### src/rtl/tfdst_pkg.sv
// ----------------------------------------------------------------------------
// tfdst_pkg: shared types and constants
// Record layout, result kinds and controller states for the touch frame
// decoder.
// ----------------------------------------------------------------------------
package tfdst_pkg;

	localparam int PKT_LEN   = 9;
	localparam int CNT_W     = 4;
	localparam int ID_W      = 4;
	localparam int NUM_SLOTS = 15;
	localparam int POS_W     = $clog2(PKT_LEN);
	localparam int PKT_IDX_W = 3;

	localparam logic [1:0] KIND_PRESS   = 2'd0;
	localparam logic [1:0] KIND_RELEASE = 2'd1;
	localparam logic [1:0] KIND_SYNC    = 2'd2;

	localparam logic [7:0] LO_NIB = 8'h0f;
	localparam logic [7:0] HI_NIB = 8'hf0;

	typedef struct packed {
		logic [ID_W-1:0] id;
		logic [11:0]     x;
		logic [11:0]     y;
		logic [7:0]      z;
	} touch_rec_t;

	typedef enum logic [2:0] {
		ST_IDLE,
		ST_DEC0,
		ST_DEC1,
		ST_RD,
		ST_EVAL,
		ST_REL,
		ST_SYNC
	} tfd_state_t;

endpackage

### src/rtl/touch_frame_decode_slot_tracker_unit.sv
// ----------------------------------------------------------------------------
// touch_frame_decode_slot_tracker_unit: touch frame decoder with slot tracking
// Collects a count byte and nine-byte packets, stores decoded touch records in
// a small synchronous memory and emits press, release and sync reports.
// ----------------------------------------------------------------------------
// Usage:
//   Input channel: a transaction is taken on a rising edge with start high and
//   busy low. op = 0 carries the count byte that opens a frame, op = 1 a
//   packet data byte. Data bytes with no frame open are dropped.
//   Result channel: each report sits on kind/slot/pos_x/pos_y/pressure/last
//   for exactly one cycle with valid high. The receiver cannot stall it.
// Sequence:
//   A nonzero count byte or a mid-packet data byte leaves busy low. The ninth
//   byte of a packet raises busy while both records are written into the touch
//   memory (one write port). When that packet completes the frame, the block
//   walks the memory record by record (address, then registered read data),
//   then walks the 15 slots for releases at one slot a cycle, then sends the
//   sync. A count of zero goes straight to the release walk.
//   Reports are registered and appear in the cycle after the controller step
//   that forms them.
// Reset:
//   arst_n clears the controller, slot mask, counters and output strobe.
//   The touch memory and packet bytes are not cleared; entries are read only
//   after being written in the same frame.
// ----------------------------------------------------------------------------
module touch_frame_decode_slot_tracker_unit #(
	parameter int MAX_TOUCHES = 10
) (
	input  logic        clk,
	input  logic        arst_n,
	input  logic        start,
	output logic        busy,
	input  logic        op,
	input  logic [7:0]  byte_in,
	output logic        valid,
	output logic [1:0]  kind,
	output logic [3:0]  slot,
	output logic [11:0] pos_x,
	output logic [11:0] pos_y,
	output logic [7:0]  pressure,
	output logic        last
);
	import tfdst_pkg::*;

	localparam int AW = (MAX_TOUCHES > 1) ? $clog2(MAX_TOUCHES) : 1;
	localparam logic [CNT_W-1:0] MAX_C = CNT_W'(MAX_TOUCHES);

	tfd_state_t state_q, state_d;

	// frame bookkeeping
	logic [CNT_W-1:0]     count_q;      // zero: no frame pending
	logic [POS_W-1:0]     pos_q;        // byte position inside packet
	logic [PKT_IDX_W-1:0] pkt_q;        // packet index inside frame
	logic                 zero_id_q;
	logic [NUM_SLOTS-1:0] active_q;     // slots held by the last frame
	logic [NUM_SLOTS-1:0] mask_q;       // slots pressed in this frame
	logic [CNT_W-1:0]     idx_q;        // walk counter (records, then slots)
	logic [7:0]           pkt_bytes [PKT_LEN];

	// touch memory
	touch_rec_t mem [MAX_TOUCHES];
	touch_rec_t rd_q;
	logic       mem_we;
	logic [AW-1:0] mem_waddr;
	touch_rec_t mem_wdata;
	logic       mem_re;

	// input transaction
	logic accept;
	logic [CNT_W-1:0] nib, clamp_cnt;

	// record decode
	logic [CNT_W-1:0] rec0_idx, rec1_idx;
	touch_rec_t rec0, rec1;
	logic frame_done;

	// report forming
	logic       emit;
	logic [1:0] emit_kind;
	logic [3:0] emit_slot;
	logic [11:0] emit_x, emit_y;
	logic [7:0] emit_z;
	logic       emit_last;
	logic       press_ok;
	logic [NUM_SLOTS-1:0] gone;

	// output registers
	logic        valid_q;
	logic [1:0]  kind_q;
	logic [3:0]  slot_q;
	logic [11:0] x_q, y_q;
	logic [7:0]  z_q;
	logic        last_q;

	assign busy   = (state_q != ST_IDLE);
	assign accept = start && !busy;
	assign nib       = CNT_W'(byte_in & LO_NIB);
	assign clamp_cnt = (nib > MAX_C) ? MAX_C : nib;

	assign rec0_idx = {pkt_q, 1'b0};
	assign rec1_idx = {pkt_q, 1'b1};

	always_comb begin
		rec0.id = ID_W'(pkt_bytes[0] & LO_NIB);
		rec0.x  = {pkt_bytes[3][3:0], pkt_bytes[1]};
		rec0.y  = {pkt_bytes[3][7:4], pkt_bytes[2]};
		rec0.z  = pkt_bytes[4];
		rec1.id = ID_W'((pkt_bytes[0] & HI_NIB) >> 4);
		rec1.x  = {pkt_bytes[7][3:0], pkt_bytes[5]};
		rec1.y  = {pkt_bytes[7][7:4], pkt_bytes[6]};
		rec1.z  = pkt_bytes[8];
	end

	// the frame ends with the packet that holds the last needed record
	assign frame_done = ({1'b0, rec0_idx} + 5'd2) >= {1'b0, count_q};

	// id 0 never reports; once an id 0 was seen, id 1 is skipped too
	assign press_ok = (rd_q.id != '0) && !(zero_id_q && rd_q.id == ID_W'(1));
	assign gone     = active_q & ~mask_q;

	// next state
	always_comb begin
		state_d = state_q;
		case (state_q)
			ST_IDLE: begin
				if (accept) begin
					if (!op && clamp_cnt == '0)
						state_d = ST_REL;
					else if (op && count_q != '0 && pos_q == POS_W'(PKT_LEN - 1))
						state_d = ST_DEC0;
				end
			end
			ST_DEC0: state_d = ST_DEC1;
			ST_DEC1: state_d = frame_done ? ST_RD : ST_IDLE;
			ST_RD:   state_d = ST_EVAL;
			ST_EVAL: state_d = ((idx_q + 1'b1) == count_q) ? ST_REL : ST_RD;
			ST_REL:  state_d = (idx_q == CNT_W'(NUM_SLOTS - 1)) ? ST_SYNC : ST_REL;
			ST_SYNC: state_d = ST_IDLE;
			default: state_d = ST_IDLE;
		endcase
	end

	// memory port and report outputs
	always_comb begin
		mem_we    = 1'b0;
		mem_waddr = rec0_idx[AW-1:0];
		mem_wdata = rec0;
		mem_re    = 1'b0;
		emit      = 1'b0;
		emit_kind = KIND_PRESS;
		emit_slot = '0;
		emit_x    = '0;
		emit_y    = '0;
		emit_z    = '0;
		emit_last = 1'b0;
		case (state_q)
			ST_DEC0: begin
				mem_we    = (rec0_idx < count_q);
				mem_waddr = rec0_idx[AW-1:0];
				mem_wdata = rec0;
			end
			ST_DEC1: begin
				mem_we    = (rec1_idx < count_q);
				mem_waddr = rec1_idx[AW-1:0];
				mem_wdata = rec1;
			end
			ST_RD: mem_re = 1'b1;
			ST_EVAL: begin
				emit      = press_ok;
				emit_kind = KIND_PRESS;
				emit_slot = rd_q.id - 1'b1;
				emit_x    = rd_q.x;
				emit_y    = rd_q.y;
				emit_z    = rd_q.z;
			end
			ST_REL: begin
				emit      = gone[idx_q];
				emit_kind = KIND_RELEASE;
				emit_slot = idx_q;
			end
			ST_SYNC: begin
				emit      = 1'b1;
				emit_kind = KIND_SYNC;
				emit_last = 1'b1;
			end
			default: ;
		endcase
	end

	always_ff @(posedge clk) begin
		if (mem_we)
			mem[mem_waddr] <= mem_wdata;
		if (mem_re)
			rd_q <= mem[idx_q[AW-1:0]];
	end

	// packet bytes land at the current position
	always_ff @(posedge clk) begin
		if (accept && op && count_q != '0)
			pkt_bytes[pos_q] <= byte_in;
	end

	always_ff @(posedge clk or negedge arst_n) begin
		if (!arst_n) begin
			state_q   <= ST_IDLE;
			count_q   <= '0;
			pos_q     <= '0;
			pkt_q     <= '0;
			zero_id_q <= 1'b0;
			active_q  <= '0;
			mask_q    <= '0;
			idx_q     <= '0;
		end else begin
			state_q <= state_d;
			case (state_q)
				ST_IDLE: begin
					if (accept) begin
						if (!op) begin
							count_q   <= clamp_cnt;
							pos_q     <= '0;
							pkt_q     <= '0;
							zero_id_q <= 1'b0;
							mask_q    <= '0;
							idx_q     <= '0;
						end else if (count_q != '0) begin
							if (pos_q == POS_W'(PKT_LEN - 1))
								pos_q <= '0;
							else
								pos_q <= pos_q + 1'b1;
						end
					end
				end
				ST_DEC0: begin
					if (rec0_idx < count_q && rec0.id == '0)
						zero_id_q <= 1'b1;
				end
				ST_DEC1: begin
					if (rec1_idx < count_q && rec1.id == '0)
						zero_id_q <= 1'b1;
					pkt_q  <= pkt_q + 1'b1;
					idx_q  <= '0;
					mask_q <= '0;
				end
				ST_EVAL: begin
					if (press_ok)
						mask_q[emit_slot] <= 1'b1;
					if ((idx_q + 1'b1) == count_q)
						idx_q <= '0;
					else
						idx_q <= idx_q + 1'b1;
				end
				ST_REL: idx_q <= idx_q + 1'b1;
				ST_SYNC: begin
					active_q  <= mask_q;
					count_q   <= '0;
					pos_q     <= '0;
					pkt_q     <= '0;
					zero_id_q <= 1'b0;
					idx_q     <= '0;
				end
				default: ;
			endcase
		end
	end

	// report register: one-cycle strobe
	always_ff @(posedge clk or negedge arst_n) begin
		if (!arst_n)
			valid_q <= 1'b0;
		else
			valid_q <= emit;
	end

	always_ff @(posedge clk) begin
		kind_q <= emit_kind;
		slot_q <= emit_slot;
		x_q    <= emit_x;
		y_q    <= emit_y;
		z_q    <= emit_z;
		last_q <= emit_last;
	end

	assign valid    = valid_q;
	assign kind     = kind_q;
	assign slot     = slot_q;
	assign pos_x    = x_q;
	assign pos_y    = y_q;
	assign pressure = z_q;
	assign last     = last_q;

	// --------------------------------------------------------------------
	// Assertions
	// --------------------------------------------------------------------

	// records are only written inside the current frame's count
	a_write_in_frame: assert property (@(posedge clk) disable iff (!arst_n)
		mem_we |-> ((state_q == ST_DEC0 && rec0_idx < count_q) ||
			(state_q == ST_DEC1 && rec1_idx < count_q)))
		else $error("touch memory write outside the frame");

	// a press report's slot is marked in the frame mask
	a_press_marked: assert property (@(posedge clk) disable iff (!arst_n)
		(valid && kind == KIND_PRESS) |-> mask_q[slot])
		else $error("press report slot not recorded in mask");

	// a release is only sent for a slot held before and not pressed now
	a_release_gone: assert property (@(posedge clk) disable iff (!arst_n)
		(valid && kind == KIND_RELEASE) |-> (active_q[slot] && !mask_q[slot]))
		else $error("release for a slot that is not gone");

	// the sync report closes the frame and commits the slot mask
	a_sync_commit: assert property (@(posedge clk) disable iff (!arst_n)
		(valid && last) |-> (active_q == mask_q && count_q == '0 && !busy))
		else $error("sync without frame commit");

endmodule

### config.mk
export PLATFORM = sky130hd
export DESIGN_NAME = touch_frame_decode_slot_tracker_unit
export DESIGN_NICKNAME = d
export VERILOG_FILES = /design/src/rtl/tfdst_pkg.sv /design/src/rtl/touch_frame_decode_slot_tracker_unit.sv
export SDC_FILE = /design/constraint.sdc
export NUM_CORES = 1
export LEC_CHECK = 0
export ABC_AREA = 1
export BUFFER_PORTS_ARGS = -buffer_cell sky130_fd_sc_hd__buf_2
export CORE_AREA = 2 2 237 239
export CTS_BUF_LIST = sky130_fd_sc_hd__clkbuf_4
export CTS_CLUSTER_DIAMETER = 40
export DETAILED_ROUTE_END_ITERATION = 6
export DIE_AREA = 0 0 239 241
export PLACE_DENSITY = 0.67
export SLEW_MARGIN = 0
export SYNTH_ARGS = -nofsm -noshare
export SYNTH_HDL_FRONTEND = slang
export SYNTH_SLANG_ARGS = --single-unit
### constraint.sdc
create_clock -name clk -period 5.3 [get_ports clk]
set_input_delay 0.53 -clock clk [delete_from_list [all_inputs] [get_ports clk]]
set_output_delay 0.53 -clock clk [all_outputs]
set_load 0.05 [all_outputs]
Word-level counts from Yosys, hierarchy flattened. Memory sizes are Yosys's and may differ from the RTL's. A register that Yosys moved wholly into a read port is not among the register bits. Cells that the tools add are included.

Bits in registers: 89. Memory bits (writable): 432. Input port bits: 12. Output and inout bits: 41. Word-level logic and storage cells: 131. Memories: 2.

Memories: mem (depth 10, width 36, read ports 1, clocked after Yosys merged registers in 1, write ports 1, line touch_frame_decode_slot_tracker_unit.sv:61) `touch_rec_t mem [MAX_TOUCHES];`; pkt_bytes (depth 9, width 8, read ports 9, clocked after Yosys merged registers in 0, write ports 1, line touch_frame_decode_slot_tracker_unit.sv:58) `logic [7:0] pkt_bytes [PKT_LEN];`.

Add/subtract/negate cells: 5. Magnitude comparators: 7. Equal/unequal tests: 17. Multiplexer cells: 48. Bitwise operators: 3. Reductions and logical operators: 34.

Operators with widths (number): $mux 15 (3); $pmux 15 s3 (1); $mux 4 (10); $mux 36 (1); $pmux 4 s2 (3); $mux 3 (6); $pmux 3 s6 (1); $pmux 4 s4 (1); $reduce_bool 4->1 (4); $and 15x15->15 (1); $not 15->15 (1); $or 15x15->15 (1); $mux 1 (13); $logic_not 4->1 (3); $reduce_and 3->1 (4); $logic_and 1x1->1 (11); $lt 4x5->1 const B (2); $ne 2x2->1 const B (5); $eq 3x3->1 const B (3); $pmux 3 s3 (1); $reduce_bool 3->1 (3); $add 4x1->4 const B (2); $eq 4x4->1 const B (2); $lt 4x4->1 (2); 25 further kinds (30).

Logic depth before layout (Yosys ltp). Gate-level depths: netlist of the first run.

Depth in word-level cells: 9. Depth in mapped cells: 12. Gate-level depth less buffers: 10.

Worst setup path before layout of the first run. No wires, ideal clock.

Path type: flip-flop to flip-flop. From: reg count_q[3]. To: mem mem[2][0] (netlist bit), enable pin. Library setup time: 0.429 ns. Data arrival time: 2.803 ns. Data required time: 4.871 ns. Setup slack: 2.068 ns. Stages on the path, launching flop included: 9. Buffers on the path: 0. Clock period less this slack: 3.232 ns. Cells stage by stage: dfrtp_1 inv_1 ha_1 a21o_1 nor2_1 nand2_1 nand2_1 nand3_1 nor2_1.

Cells in the longest elaborated chain, start to end: 4. Elaborated cells on any way between the ends: 5.

RTL lines: start: declaration (line touch_frame_decode_slot_tracker_unit.sv:51) `logic [CNT_W-1:0] count_q;`; start signal: assignment (line touch_frame_decode_slot_tracker_unit.sv:219) `count_q <= clamp_cnt;`; $lt 4x4->1, on equally long branches (line touch_frame_decode_slot_tracker_unit.sv:163, touch_frame_decode_slot_tracker_unit.sv:158); $pmux 1 s2 (*) (line touch_frame_decode_slot_tracker_unit.sv:156) `case (state_q)`; $mux 1 (*) (line touch_frame_decode_slot_tracker_unit.sv:191) `if (mem_we)`; $mux 1 (implied by the code) (*) (line touch_frame_decode_slot_tracker_unit.sv:192) `mem[mem_waddr] <= mem_wdata;`; end: declaration (line touch_frame_decode_slot_tracker_unit.sv:61).

Every way passes the cells marked *; elsewhere a longest branch is shown, timed or not.

Worst setup path after layout of the first run.
From: reg state_q[0]. To: mem mem[3][17] (netlist bit), enable pin.

Cells in the longest elaborated chain, start to end: 4. Elaborated cells on any way between the ends: 6.

RTL lines: start: declaration (line touch_frame_decode_slot_tracker_unit.sv:48) `tfd_state_t state_q, state_d;`; start signal: assignment (line touch_frame_decode_slot_tracker_unit.sv:214) `state_q <= state_d;`; $eq 3x2->1 / $eq 3x1->1 (equally long branches) (line touch_frame_decode_slot_tracker_unit.sv:156); $pmux 1 s2 (line touch_frame_decode_slot_tracker_unit.sv:156); $mux 1 (line touch_frame_decode_slot_tracker_unit.sv:191); $mux 1 (implied by the code) (line touch_frame_decode_slot_tracker_unit.sv:192).

Several ways; a longest one is shown, not always the timed one.

==> results by group, run 1 <==
Critical path
  – Slowest stage delay, CP: between 0.7 and 0.8 ns
  – Worst path arrival time: roughly 4.5 ns
  – Worst setup EP type: flip-flop
  – Critical path peak fanout: 42
  – Crit path buf inv count: 2
  – Crit start category: flip-flop
  – Top delay family on crit path: simple AND/OR/NAND/NOR gates
  – Critical-path cell list: nor2_4 > nand2_2 > inv_2 > nand2_1 > nand2_1 > nand3_1 > nor2_4 > buf_4
  – Slowest-stage cell, CP: inv_2
  – Required @ worst endpoint: a little under 6 ns
  – Reg2reg path depth: 8
  – Kind of critical path: reg -> reg
  – Critical Path Stages: 8

Logic synthesis
  – Post-Synth Simple-Gate Area: between 15 and 20%
  – Register area share after synthesis: between 70% and 80%
  – Post-synthesis cell type count: 43
  – Synth Flop Type: edfxtp_1
  – Mean Syn Cell Area: between 10 and 15 sq um
  – Post-synthesis mux area share: 0%
  – Syn_nets: around 1800
  – Main combinational cell family by area after synthesis: simple AND/OR/NAND/NOR gates
  – Synth Area in Compound Gates: under 10%
  – Post-Synth Adder-Cell Area: less than 1%
  – Synth Instances: between 1500 and 2000
  – Number of synthesized flops with an enable pin: ~470
  – Yosys reg bits: about 560
  – Xor/xnor share of the synthesized area: less than 1%
  – Synth warnings: 0
  – Mapped cell area: about 22000 sq um
  – FFs w/ async S/R, synth: roughly 9%

Power and ir drop
  – Switching share of power: between 20% and 30%
  – Pleak: 9.33 nW
  – Max VDD drop: around 0.00022 V
  – Clock Power Share: 34.6%
  – Pwr dens: 444 nW/um^2
  – Cell Int Power: about 7.9 mW
  – Flop pwr share: between 40% and 50%
  – Logic gate share of total power: approximately 16%
  – P_sw: around 3.2 mW

Floorplan
  – Die height: roughly 240 um
  – Chip Width: 239 um
  – Full die area: 57600 sq um
  – Rows: 86
  – Starting Density: 39.7%
  – Top Ports: 53
  – Core ar.: 54900 sq um

STA
  – Final Cycle Share: between 70% and 80%
  – Setup TNS Final: 0 ns
  – Worst slew margin: around 19%
  – Final worst setup slack: 1.39 ns
  – RSZ-0062 raised after global routing: no
  – Worst-margin pin slew: approximately 1.2 ns
  – Fmax: about 260 MHz
  – Minimum clock period: 3.91 ns
  – Final setup vio count: 0
  – Final hold violation count: 0
  – Clock skew: slightly above 0.07 ns
  – Pins Over Slew Limit: 0

CTS
  – CTS Hold Bufs: 11
  – Sink Count: around 560
  – # resized after CTS: 0
  – Total CTS buffers: ~140
  – TritonCTS clock tree: built
  – Clk buf depth: 3
  – Clock root buffer master: clkbuf_4
  – H-Tree Depth: 4
  – Later-pin clock latency in the skew report: 0.98 ns
  – Clk slew on worst S/H paths: ~0.07 ns
  – Post-CTS setup buffer count: 0

GRT
  – GR Util All Layers: approximately 18%
  – First-pass GRT wire length: roughly 77 mm
  – Vias in the first global route: between 10000 and 15000
  – Largest net degree at the start of global routing: 63
  – Antenna violations before repair: 2
  – Congestion Overflow GR: 0

Run
  – Max-Cap Viols: 0

Detailed routing
  – DR vias: 13889
  – DRC: 0
  – ANT nets after route: 0
  – Drt first pass iters: 6
  – Vias per cell: 5.08
  – Iter 0 DRT Violations: around 1200
  – WL/cell: about 18 um
  – Final wirelength: ~50 mm

Place
  – Post-Place Setup Slack: between 1 and 1.5 ns
  – IO Port Bufs: 52
  – Dpl hpwl: 28.5 mm
  – RePlAce Congestion: between 0.8 and 0.9

Status
  – Status: complete, no violations

Worst hold path
  – HP Class: in -> async

Final layout
  – Layout cell share with drive strength beyond 1: 18.2%
  – Nets@finish: approximately 2000
  – Area Overhead vs Synth: 14.1%
synthesized netlist by cell type, types with 3 or more instances:
cell type,n,area share [%]
a21oi_1,16,0.37
a21oi_2,11,0.44
a22oi_1,20,0.69
buf_1,11,0.19
buf_2,34,0.78
buf_4,3,0.10
buf_6,3,0.16
clkbuf_1,35,0.60
dfrtp_1,50,5.7
dfxtp_1,39,3.6
edfxtp_1,468,65
ha_1,17,0.98
inv_1,99,1.7
inv_2,7,0.12
nand2_1,353,6.1
nand2_2,5,0.14
nand2_4,3,0.16
nand3_1,81,1.9
nand3_2,3,0.14
nand4_1,56,1.6
nor2_1,244,4.2
nor2_2,4,0.11
nor2_4,6,0.31
nor3_1,11,0.25
o2111ai_1,4,0.16
o211ai_1,20,0.69
o21ai_0,139,3.2
o21ai_1,12,0.28
tightest hold or removal path, cell delays in order:
cell,delay (ns)
dlygate4sd3_1,0.52
buf_2,0.09
buf_4,0.52
metrics by stage:
stage          cell area [sq um]  instances  total power [mW]  hold slack, ns  utilization, %
6_report                   24900       2734              11.0           0.218            45.3
5_1_grt                    24900       2734              11.6           0.264            45.3
4_1_cts                    24800       2731              11.1           0.146            45.3
3_5_place_dp               22800       2469              7.29           0.451            41.6
3_3_place_gp               22800       2469              7.23           0.446            41.6
2_1_floorplan              21800       1773              6.70           0.234               -
sequential cells by signal, summed over array words and instances, names as in the netlist, 3 cells and up:
signal,cells
mem,360
pkt_q,3
pos_y,12
pressure,8
slot,4
idx_q,4
active_q,15
pos_q,4
mask_q,15
state_q,3
count_q,4
rd_q,36
pos_x,12
pkt_bytes,72
worst paths after layout:
| kind | slack, ns | endpoint | from |
|---|---|---|---|
| hold reg to reg | 0.44 | pos_x[8]$_SDFF_PN0_ | rd_q[28]$_DFFE_PP_ |
| hold / removal | 0.22 | active_q[6]$_DFFE_PN0P_ | arst_n |
| max in group asynchronous | 4.52 | idx_q[0]$_DFFE_PN0P_ | arst_n |
| setup reg to reg | 1.39 | mem[3][17]$_DFFE_PP_ | state_q[0]$_DFFE_PN0P_ |
| setup / recovery | 1.39 | mem[3][17]$_DFFE_PP_ | state_q[0]$_DFFE_PN0P_ |
| min in group clk | 0.43 | pkt_bytes[1][6]$_DFFE_PP_ | byte_in[6] |
cell type report:
type / instances / area (sq um)
fillers: 4929 / 30000
inverters: 106 / 399
clock inverters: 38 / 315
multi-input cells: 1024 / 4980
repair buffers: 89 / 578
flip-flops and latches: 557 / 16100
diodes: 3 / 7.51
clock buffers: 213 / 1600
well taps: 704 / 881
routing by layer:
layer  vias to the layer above  routed length, um  GRT usage (%)
met5                         -                  0              0
met4                         0               1200           7.94
met3                        87               3790           4.64
met2                       558              23000           27.8
met1                      6650              21500           23.5
li1                       6594                  -              -
placed cells by master, fill, tap and decap left out, types with 10 or more instances in the layout:
cell type,Yosys,layout
a21oi_1,16,16
edfxtp_1,468,468
nand4_1,56,56
ha_1,17,17
dlygate4sd3_1,0,11
nor2_4,6,17
o211ai_1,20,20
dfrtp_1,50,47
a22oi_1,20,20
nand2_1,353,353
inv_1,99,98
buf_4,3,25
nor3_1,11,11
buf_2,34,52
nor2_1,244,233
clkinv_1,0,23
a21oi_2,11,11
dfxtp_1,39,39
o21ai_1,12,12
o21ai_0,139,139
clkbuf_4,0,213
inv_2,7,10
nand3_1,81,81
logic make-up after synthesis:
logic type | count (synthesis)
AND/OR/NAND/NOR | 772
XOR/XNOR | 2
flip-flops | 557
AO/OA/AOI/OAI | 233
buffers and inverters | 192
adder cells (fa/ha/maj) | 17
power by group through the flow:
stage	sequential [mW]	combinational (mW)	clock (mW)
after floorplan	5.55	1.15	0
after global routing	5.52	1.92	4.13
after CTS	5.49	1.73	3.92
final	5.49	1.72	3.82
after detailed placement	5.58	1.71	0
after global placement	5.57	1.66	0
Note: power is estimated with default switching activity, not from simulation.
==> run 2: changes to the inputs <==
--- a/config.mk
+++ b/config.mk
@@ -12,7 +12,7 @@
 export CTS_CLUSTER_DIAMETER = 40
 export DETAILED_ROUTE_END_ITERATION = 6
 export DIE_AREA = 0 0 239 241
-export PLACE_DENSITY = 0.67
+export PLACE_DENSITY = 0.69
 export SLEW_MARGIN = 0
 export SYNTH_ARGS = -nofsm -noshare
 export SYNTH_HDL_FRONTEND = slang
==> constraint.sdc (replaced) <==
create_clock -name clk -period 3.45 [get_ports clk]
set_input_delay 0.345 -clock clk [delete_from_list [all_inputs] [get_ports clk]]
set_output_delay 0.345 -clock clk [all_outputs]
set_load 0.05 [all_outputs]
==> results by group, run 2 (synthesized netlist as in run 1, its figures left out) <==
STA
  – Worst slew margin: 25.0% (+5.8 points)
  – Final hold violation count: 0 (unchanged)
  – Fmax: 375 MHz (+46%)
  – Minimum clock period: 2.67 ns (-1.24 ns)
  – Hold WS: 0.260 ns (+0.0417 ns)
  – RSZ-0062 raised after global routing: no
  – Clock skew: 0.0432 ns (-0.0294 ns)
  – Worst-margin pin slew: 1.11 ns (-0.0899 ns)
  – Pins Over Slew Limit: 0 (unchanged)
  – Final setup vio count: 0 (unchanged)
  – Setup TNS Final: 0 ns (unchanged)
  – Final Cycle Share: 77.3% (+3.6 points)

Floorplan
  – Top Ports: 53 (unchanged)
  – Die height: 241 um (unchanged)
  – Starting Density: 39.7% (unchanged)
  – Core ar.: 54900 sq um (unchanged)
  – Full die area: 57600 sq um (unchanged)
  – Rows: 86 (unchanged)
  – Chip Width: 239 um (unchanged)

CTS
  – Total CTS buffers: 145 (+2.1%)
  – TritonCTS clock tree: built
  – Clk slew on worst S/H paths: 0.06 ns (about the same)
  – Later-pin clock latency in the skew report: 0.97 ns (about the same)
  – Clock root buffer master: clkbuf_4
  – Clk buf depth: 3 (unchanged)
  – Post-CTS setup buffer count: 0 (unchanged)
  – Sink Count: 557 (unchanged)
  – H-Tree Depth: 4 (unchanged)
  – CTS Hold Bufs: 14 (+3)
  – # resized after CTS: 0 (unchanged)

Place
  – Placed Cells incl. Taps: 2481 (+0.49%)
  – IO Port Bufs: 52 (unchanged)
  – RePlAce Congestion: 0.825 (+1.4%)
  – Dpl hpwl: 27.9 mm (-2.3%)

Detailed routing
  – WL/cell: 17.7 um (-2.0%)
  – Vias per cell: 5.11 (+0.58%)
  – DR vias: 14057 (+1.2%)
  – DRC: 0 (unchanged)
  – Drt first pass iters: 5 (-1)
  – Iter 0 DRT Violations: 1097 (-6.6%)
  – ANT nets after route: 0 (unchanged)
  – Final wirelength: 48.8 mm (-1.4%)

Final layout
  – Top Registers: mem x360, pkt_bytes x72, rd_q x36
  – Area Overhead vs Synth: 14.6%
  – Nets@finish: 1967 (+0.92%)
  – Layout cell share with drive strength beyond 1: 18.4% (+0.21 points)
  – Post-layout util: 45.5% (+0.18 points)
  – Most frequent cells in the layout: edfxtp_1, nand2_1, nor2_1
  – Fillcell total: 4940 (+0.22%)
  – Commonest non-fill, non-tap cell in the layout: edfxtp_1
  – Most flops, register: mem
  – Final non-filler cell total: 2751 (+0.62%)
  – Largest register FFs: 360 (unchanged)

Critical path
  – Crit start category: flip-flop
  – Worst Setup SP: pkt_q[0]$_DFFE_PN0P_
  – R2R setup slack: 0.78 ns (-0.61 ns)
  – Worst setup EP type: flip-flop
  – Worst r2r src: pkt_q[0]$_DFFE_PN0P_
  – Worst path arrival time: 3.23 ns (-1.27 ns)
  – Critical path peak fanout: 36 (-14%)
  – Required @ worst endpoint: 4.02 ns (-1.87 ns)
  – Kind of critical path: reg -> reg

Status
  – Status: complete, no violations

Run
  – Max-Cap Viols: 0 (unchanged)

Power and ir drop
  – Max VDD drop: 0.000368 V (+65%)
  – Pleak: 9.38 nW (+0.56%)
  – Pwr dens: 672 nW/um^2 (+52%)

GRT
  – Antenna violations before repair: 2 (unchanged)
  – GR Util All Layers: 17.5% (-0.34 points)
  – Congestion Overflow GR: 0 (unchanged)
  – Largest net degree at the start of global routing: 83 (+32%)
  – Vias in the first global route: 14055 (+2.3%)
  – First-pass GRT wire length: 76.1 mm (-1.2%)

Worst hold path
  – Min-delay src: byte_in[6]
  – HP Class: in -> reg
run 2: worst paths after layout:
check / depth (start not counted) / end
max: 9 / mem[9][28]$_DFFE_PP_
min: 2 / pkt_bytes[1][6]$_DFFE_PP_
max reg2reg: 9 / mem[9][28]$_DFFE_PP_
min reg2reg: 2 / pos_y[1]$_SDFF_PN0_
max in group asynchronous: 4 / active_q[3]$_DFFE_PN0P_
min in group asynchronous: 4 / active_q[9]$_DFFE_PN0P_
run 2: critical path, stage by stage (launching register included):
cell and delay, ns:
dfrtp_1 0.46, inv_1 0.13, ha_1 0.32, nor2_1 0.04
o21bai_1 0.18, nand3_1 0.10, nand2_1 0.14, nand2_1 0.21
nor2_4 0.13, buf_4 0.55
run 2: routing by layer:
layer  up-vias  global-route usage (%)  share of wire [%]
met2       556                    28.2                 48
met1      6789                    22.5                 42
met3        98                    4.76                8.1
met4         0                    6.80                2.3
met5         -                       0                  0
li1       6614                       -                  -
run 2: final cells by class:
type | count | area (sq um) | area share [%]
flip-flops and latches | 557 | 16100 | 64.5
multi-input cells | 1024 | 4980 | 20.0
clock buffers | 208 | 1560 | 6.26
well taps | 704 | 881 | 3.53
repair buffers | 104 | 721 | 2.89
inverters | 106 | 399 | 1.60
clock inverters | 43 | 304 | 1.22
diodes | 5 | 12.5 | 0.0501
run 2: power breakdown:
part / total [mW] / switching [mW] / internal (mW)
logic: 2.62 / 1.97 / 0.649
clock network: 5.73 / 2.59 / 3.14
registers: 8.43 / 0.215 / 8.21
total: 16.8 / 4.78 / 12.0
run 2: stage by stage:
step	area, sq um	setup slack [ns]	power [mW]
4_1_cts	24900	0.719	17.0
5_1_grt	25000	0.546	17.7
2_1_floorplan	21800	0.218	10.3
3_5_place_dp	22900	0.830	11.2
6_report	25000	0.782	16.8
3_3_place_gp	22900	0.926	11.1
==> run 3: changes to the inputs <==
--- a/config.mk
+++ b/config.mk
@@ -5,13 +5,13 @@
 export SDC_FILE = /design/constraint.sdc
 export NUM_CORES = 1
 export LEC_CHECK = 0
-export ABC_AREA = 1
+export ABC_AREA = 0
 export BUFFER_PORTS_ARGS = -buffer_cell sky130_fd_sc_hd__buf_2
-export CORE_AREA = 2 2 237 239
+export CORE_AREA = 2 2 235 237
 export CTS_BUF_LIST = sky130_fd_sc_hd__clkbuf_4
 export CTS_CLUSTER_DIAMETER = 40
 export DETAILED_ROUTE_END_ITERATION = 6
-export DIE_AREA = 0 0 239 241
+export DIE_AREA = 0 0 237 239
 export PLACE_DENSITY = 0.69
 export SLEW_MARGIN = 0
 export SYNTH_ARGS = -nofsm -noshare
==> constraint.sdc (replaced) <==
create_clock -name clk -period 2.2 [get_ports clk]
set_input_delay 0.22 -clock clk [delete_from_list [all_inputs] [get_ports clk]]
set_output_delay 0.22 -clock clk [all_outputs]
set_load 0.05 [all_outputs]
==> results by group, run 3 <==
Final layout
  – Commonest non-fill, non-tap cell in the layout: edfxtp_1
  – Largest register FFs: 360 (unchanged)
  – Layout cell share with drive strength beyond 1: 33.2% (+15 points)
  – Nets@finish: 1492 (-24%)
  – Area Overhead vs Synth: 21.6%
  – Top Registers: mem x360, pkt_bytes x72, rd_q x36
  – Most frequent cells in the layout: edfxtp_1, clkbuf_4, mux4_2
  – Final non-filler cell total: 2280 (-17%)
  – Most flops, register: mem

Logic synthesis
  – Largest cells by area after synthesis: edfxtp_1, mux4_2, dfrtp_1, dfxtp_1, mux2i_1
  – Post-Synth Simple-Gate Area: 6.02% (-9.1 points)
  – Post-Synth Adder-Cell Area: 0.990% (+0.013 points)
  – Mapped cell area: 21500 sq um (-1.3%)
  – Top cell type's share of synthesized area: 65.4% (+0.88 points)
  – Number of synthesized flops with an enable pin: 468 (unchanged)
  – Post-synthesis mux area share: 11.2% (+11 points)
  – Synth Instances: 1202 (-32%)
  – Synth area leader: edfxtp_1
  – Synth warnings: 0 (unchanged)
  – Yosys reg bits: 557 (unchanged)
  – Register area share after synthesis: 74.9% (+1.0 points)
  – Synth Flop Type: edfxtp_1
  – Main combinational cell family by area after synthesis: multiplexers
  – Xor/xnor share of the synthesized area: 0.367% (+0.29 points)
  – Post-synthesis cell type count: 62 (+44%)
  – FFs w/ async S/R, synth: 8.98% (unchanged)
  – Mean Syn Cell Area: 17.9 sq um (+46%)
  – Synth Area in Compound Gates: 4.75% (-1.5 points)
  – Synth cell count leaders: edfxtp_1, mux4_2, nand2_1
  – Syn_nets: 1231 (-32%)
  – Most frequent cell after synthesis: edfxtp_1

GRT
  – Largest net degree at the start of global routing: 55 (-34%)
  – Antenna violations before repair: 1 (-1)
  – Vias in the first global route: 12101 (-14%)
  – GR Util All Layers: 16.1% (-1.4 points)
  – Congestion Overflow GR: 0 (unchanged)
  – First-pass GRT wire length: 69.0 mm (-9.3%)

STA
  – Worst slew margin: 31.5% (+6.5 points)
  – Clock skew: 0.0444 ns (+0.00119 ns)
  – Final hold violation count: 0 (unchanged)
  – Fmax: 437 MHz (+17%)
  – Final setup vio count: 27 (+27)
  – Worst-margin pin slew: 1.02 ns (-0.0953 ns)
  – Final Cycle Share: 104% (+27 points)
  – Pins Over Slew Limit: 0 (unchanged)
  – Minimum clock period: 2.29 ns (-0.380 ns)
  – Setup TNS Final: -1.88 ns (-1.88 ns)
  – Final worst setup slack: -0.0880 ns (-0.870 ns)
  – RSZ-0062 raised after global routing: yes

Worst hold path
  – HP Class: in -> reg

Critical path
  – Crit start category: flip-flop
  – Required @ worst endpoint: 2.77 ns (-1.25 ns)
  – Worst setup EP type: flip-flop
  – R2R setup slack: -0.09 ns (-0.87 ns)
  – Critical path peak fanout: 4 (-89%)
  – Worst path arrival time: 2.86 ns (-0.37 ns)
  – Kind of critical path: reg -> reg

Place
  – IO Port Bufs: 52 (unchanged)
  – Dpl hpwl: 26.3 mm (-5.6%)
  – RePlAce Congestion: 0.812 (-1.6%)
  – Placed Cells incl. Taps: 1982 (-20%)

Floorplan
  – Top Ports: 53 (unchanged)
  – Starting Density: 39.5% (-0.14 points)
  – Full die area: 56600 sq um (-1.7%)
  – Core ar.: 54300 sq um (-0.98%)
  – Rows: 86 (unchanged)
  – Die height: 239 um (-0.83%)
  – Chip Width: 237 um (-0.84%)

Power and ir drop
  – P_sw: 9.68 mW (+100%)
  – Pwr dens: 1220 nW/um^2 (+82%)
  – Logic gate share of total power: 28.8% (+13 points)
  – Pleak: 9.07 nW (-3.3%)
  – Max VDD drop: 0.000497 V (+35%)
  – Cell Int Power: 22.2 mW (+85%)
  – Flop pwr share: 43.8% (-6.4 points)
  – Clock Power Share: 27.4% (-6.7 points)
  – Switching share of power: 30.3% (+1.9 points)

Status
  – Status: finished, violations left
  – Failing checks: setup timing

CTS
  – Total CTS buffers: 139 (-4.1%)
  – Clk buf depth: 3 (unchanged)
  – Clk slew on worst S/H paths: 0.07 ns (about the same)
  – TritonCTS clock tree: built
  – Later-pin clock latency in the skew report: 0.86 ns (-0.11 ns)
  – Clock root buffer master: clkbuf_4
  – H-Tree Depth: 4 (unchanged)
  – Sink Count: 557 (unchanged)

Detailed routing
  – DRC: 0 (unchanged)
  – Drt first pass iters: 5 (unchanged)
  – Iter 0 DRT Violations: 997 (-9.1%)
  – DR vias: 11709 (-17%)
  – Final wirelength: 47.1 mm (-3.4%)
  – Vias per cell: 5.14 (+0.50%)
  – ANT nets after route: 0 (unchanged)
  – WL/cell: 20.7 um (+17%)

Run
  – Max-Cap Viols: 0 (unchanged)
-- run 3: cell count changes after synthesis, sizes merged, moves of 38 or more --
cell,delta
nand2,-301
nor2,-232
o21ai,-118
inv,-83
mux4,+72
nand3,-71
nand4,-50
nor2b,+44
and2,+40
a211oi,+38
-- run 3: final cells by class --
type	instances	area, sq um
clock buffer	198	1490
tap	704	881
antenna	1	2.50
timing repair buffer	183	2050
sequential	557	16100
inverter	23	88.8
clock inverter	55	353
fill	4425	28200
multi-input combinational	559	5170
-- run 3: routing by layer --
layer,GRT usage (%),vias to the layer above,wire length (um)
li1,-,5319,-
met1,20.6,5987,19700
met2,26.8,333,23800
met3,3.26,70,2690
met4,6.73,0,1050
met5,0,-,0
-- run 3: worst paths after layout --
path,from,to,cells past startpoint
worst max-delay path,pkt_q[0]$_DFFE_PN0P_,mem[0][3]$_DFFE_PP_,10
worst min-delay path,op,pos_q[1]$_DFFE_PN0P_,4
worst max register to register,pkt_q[0]$_DFFE_PN0P_,mem[0][3]$_DFFE_PP_,10
worst min register to register,rd_q[8]$_DFFE_PP_,pos_y[0]$_SDFF_PN0_,1
max in group asynchronous,arst_n,active_q[11]$_DFFE_PN0P_,4
min in group asynchronous,arst_n,mask_q[1]$_DFFE_PN0P_,3
-- run 3: power groups by stage --
| stage | registers (mW) | logic [mW] | clock network, mW |
|---|---|---|---|
| final | 14.0 | 9.18 | 8.76 |
| after floorplan | 14.5 | 5.33 | 0 |
| after CTS | 14.0 | 8.68 | 9.00 |
| after global routing | 14.1 | 9.93 | 9.55 |
| after global placement | 14.1 | 8.38 | 0 |
| after detailed placement | 14.2 | 8.52 | 0 |
-- run 3: logic make-up (layout without fill, tap and decap cells) --
kind of cell / count (synthesis) / in the layout
AO/OA/AOI/OAI: 150 / 150
XOR/XNOR: 9 / 9
adder cells (fa/ha/maj): 17 / 17
buffers and inverters: 86 / 459
flip-flops: 557 / 557
multiplexers: 145 / 145
other: 0 / 1
AND/OR/NAND/NOR: 238 / 238
-- run 3: what timing repair did --
item,in CTS,in global routing
hold buffers,13,0
endpoints found under the hold margin,142,0
pin swaps,2,7
buffers inserted,2,17
cloned,0,14
setup endpoints to repair,6,329
gates resized for setup,8,27
-- run 3: per-stage QoR --
stage / hold slack [ns] / setup WS, ns / total power, mW / utilization, % / area [sq um]
final: 0.246 / -0.0880 / 31.9 / 48.1 / 26100
after detailed placement: 0.235 / 0.0189 / 22.7 / 43.4 / 23600
after global routing: 0.242 / -0.148 / 33.6 / 48.1 / 26100
after floorplan: -0.0756 / -0.815 / 19.8 / - / 21600
after global placement: 0.236 / 0.0490 / 22.5 / 43.4 / 23600
after CTS: 0.169 / -0.00345 / 31.7 / 47.1 / 25600
-- run 3: critical path, stage by stage (launching register included) --
cell	delay, ns
dfrtp_2	0.41
inv_4	0.05
ha_4	0.27
nor2_2	0.04
o21a_1	0.19
o21ai_2	0.13
nand2_2	0.10
nor4_4	0.33
buf_4	0.22
buf_12	0.12
clkbuf_16	0.14
